### config.mk
export PLATFORM = sky130hd
export DESIGN_NAME = c8ic_ram
export DESIGN_NICKNAME = d
export VERILOG_FILES = /design/src/c8ic_ram.sv
export SDC_FILE = /design/constraint.sdc
export NUM_CORES = 1
export LEC_CHECK = 0
export BUFFER_PORTS_ARGS = -buffer_cell sky130_fd_sc_hd__buf_2
export CELL_PAD_IN_SITES_DETAIL_PLACEMENT = 1
export CELL_PAD_IN_SITES_GLOBAL_PLACEMENT = 1
export CORE_MARGIN = 2
export CORE_UTILIZATION = 28
export DETAILED_ROUTE_END_ITERATION = 16
export PLACE_DENSITY_LB_ADDON = 0.2
export SYNTH_ARGS = -nofsm -noshare
export SYNTH_HDL_FRONTEND = slang
export SYNTH_SLANG_ARGS = --single-unit
### constraint.sdc
create_clock -name clock -period 1.8 [get_ports clock]
set_input_delay 0.36 -clock clock [delete_from_list [all_inputs] [get_ports clock]]
set_output_delay 0.36 -clock clock [all_outputs]
set_load 0.01 [all_outputs]
### src/c8ic_ram.sv
// ----------------------------------------------------------------------------
// Generic RAM
// One write port and one read port; read data is registered.
// ----------------------------------------------------------------------------
module c8ic_ram #(
   parameter int WIDTH = 8,
   parameter int DEPTH = 16
) (
   input  logic                     clock,
   input  logic                     we,
   input  logic [$clog2(DEPTH)-1:0] waddr,
   input  logic [WIDTH-1:0]         wdata,
   input  logic [$clog2(DEPTH)-1:0] raddr,
   output logic [WIDTH-1:0]         rdata
);

   logic [WIDTH-1:0] mem [DEPTH];

   always_ff @(posedge clock) begin
      if (we) begin
         mem[waddr] <= wdata;
      end
      rdata <= mem[raddr];
   end

endmodule

==> results.toml <==
[status]
status = "completed"

[cells_and_area]
layout_commonest_cell = "edfxtp_1"
fin_nets = 307
n_fill_cell = 1797
utilization = 0.3518
mostFrequentLayoutCells = "128 x edfxtp_1, 25 x buf_2, 22 x buf_4"
area.sequential_um2 = 4004
finish.instance_area_um2 = 6341
area_growth_pct = 23.19
multi_input_area_um2 = 1062
antennaDiodeCount = 0
drive_gt1_frac = 0.3212

[setup_path]
worstPathMaxFanout = 13
slowest_delay_ns = 0.59
endpoint_kind = "flip-flop"
arrival_ns = 1.73
crit_cells = 5
cp.buffers_inverters = 2
crit_type = "primary input to flip-flop"
worstPathCellList = "buf_2, buf_12, mux4_1, a22oi_1, nand2_1"
cp-start-kind = "primary input"
worstPathRequired_ns = 2.10
cp_top_family = "multiplexers"
critPathSlowestCell = "mux4_1"
rr_worst_depth = 3

[clock_network]
clkTransAtPathRegs_ns = 0.05
cts_buffers = 17
clock_path_buffers = 2
cts.sinks = 136
insertion_delay_ns = 0.41
cts_tree = "built"
cts-root-buf = "clkbuf_16"
cts_resized = 0
cts_setup_buffers = 0
hold_buffers = 0
htreeDepth = 4

[power_and_ir_drop]
p_leak_nw = 2.153
p_clk_frac = 0.483
finalPower_mw = 7.569
p_per_area_nw_per_um2 = 1194
switching_share = 0.1897
p_int_mw = 6.133
ir_drop_uv = 633.2
pwr-share-seq = 0.471
p_comb_frac = 0.047
p_sw_mw = 1.436

[sta]
finalHoldViolCount = 0
min_period_over_period = 0.7925
fmax_mhz = 701.0
setup_ws_ns = 0.3735
setup_viol = 0
worst_slew_pin_slew_ns = 0.9566
skew_ns = 0.004730
slew_headroom = 0.3610
period_needed_ns = 1.426
final_max_slew_viol_count = 0
rsz0062_at_grt = "no"

[global_routing]
antenna_found_initial = 0
grt_pass1_wl_um = 16390
grt.total_usage = 0.1185
grt_pass1_vias = 2595
grt_max_degree = 17
gr-total-overflow = 0

[synth]
yosys-top-cells-area = "edfxtp_1 75%, mux4_2 7.9%, mux4_1 7.1%, dfxtp_1 3.1%, a22oi_1 2.3%"
async_flop_share = 0
synth-main-ff-cell = "edfxtp_1"
synth-warning-count = 0
synth_cell_types = 19
synth_area_leader_cell = "edfxtp_1"
synth_edf_count = 128
ys_ff_latch = 136
netlist_instances = 229
synthesis.nets = 247
syn_area_per_cell_um2 = 22.48
ys_seq_area_frac = 0.7778
syn_area_um2 = 5147
yosys.area.top_type_share = 0.7467

[route]
wirelength_um = 10900
vias = 2465
post_drt_wl_per_cell_um = 20.52
drt_iter0_drc = 180
vias_per_cell = 4.642
antenna_left = 0
drtPass1Iterations = 4
drcViolationCount = 0

[placed_design]
pre_cts_ws_ns = -0.08916
port_buffers = 25
gp_congestion = 0.6832
placed_cell_area_um2 = 5723
dp_hpwl_um = 7096

[floorplan]
row_count = 49
initial_core_util = 0.2856
core_area_um2 = 18020
pin_count = 26
dieHeight_um = 139.6
fp.dieArea_um2 = 19480
die_w_um = 139.6

[min_path]
hold_class = "primary input to flip-flop"
min_path_cells = 1

[run]
drv_cap = 0
-- final timing paths --
| check | start | to | slack [ns] |
|---|---|---|---|
| max | raddr[0] | rdata[3] | 0.37 |
| min | wdata[2] | mem[8][2] | 0.33 |
| max reg2reg | mem[10][6] | rdata[6] | 0.41 |
| min reg2reg | mem[12][2] | rdata[2] | 0.67 |
-- power groups by stage --
stage | sequential, mW | clock, mW | combinational, mW
3_5_place_dp | 3.63 | 0 | 0.362
5_1_grt | 3.57 | 3.87 | 0.387
6_report | 3.56 | 3.65 | 0.353
4_1_cts | 3.56 | 3.74 | 0.363
3_3_place_gp | 3.63 | 0 | 0.357
2_1_floorplan | 3.63 | 0 | 0.180
-- layer usage --
layer,share of wire,global-route usage,wire length (um)
met5,0,0,0
met4,0.014,0.03947,155
met3,0.032,0.04164,349
met2,0.46,0.1772,5046
met1,0.49,0.1622,5344
-- synth_stat cells, drive strengths merged (2+ instances only) --
| cell | count |
|---|---|
| nand2 | 9 |
| nor3 | 4 |
| nand3b | 2 |
| dfxtp | 8 |
| clkdlybuf4s25 | 3 |
| a22oi | 16 |
| nor2 | 13 |
| mux4 | 32 |
| nand2b | 2 |
| edfxtp | 128 |
| buf | 7 |
-- kinds of logic after synthesis --
| family | share of synthesized area |
|---|---|
| muxes | 0.1502 |
| AOI/OAI and AO/OA | 0.02334 |
| and+or+nand+nor | 0.03184 |
| DFF | 0.7778 |
| buffers and inverters | 0.01677 |
-- metrics by stage --
step / setup TNS, ns / std cells / hold WS, ns
after global routing: 0 / 531 / 0.3278
final: 0 / 531 / 0.3296
after floorplan: 0 / 229 / 0.4589
after detailed placement: -0.3164 / 499 / 0.6624
after global placement: -0.3924 / 499 / 0.6510
after CTS: 0 / 531 / 0.3186
-- registers in the layout, indices dropped and copies added (netlist names) --
signal,flops
rdata,8
mem,128
-- final cells by class --
type                       instances  share of cell area
timing repair buffer              51             0.05841
clock buffer                      21             0.06946
multi-input combinational         83              0.1675
tap                              229             0.04519
sequential                       136              0.6314
clock inverter                    11             0.02802
Note: power is estimated with default switching activity, not from simulation.
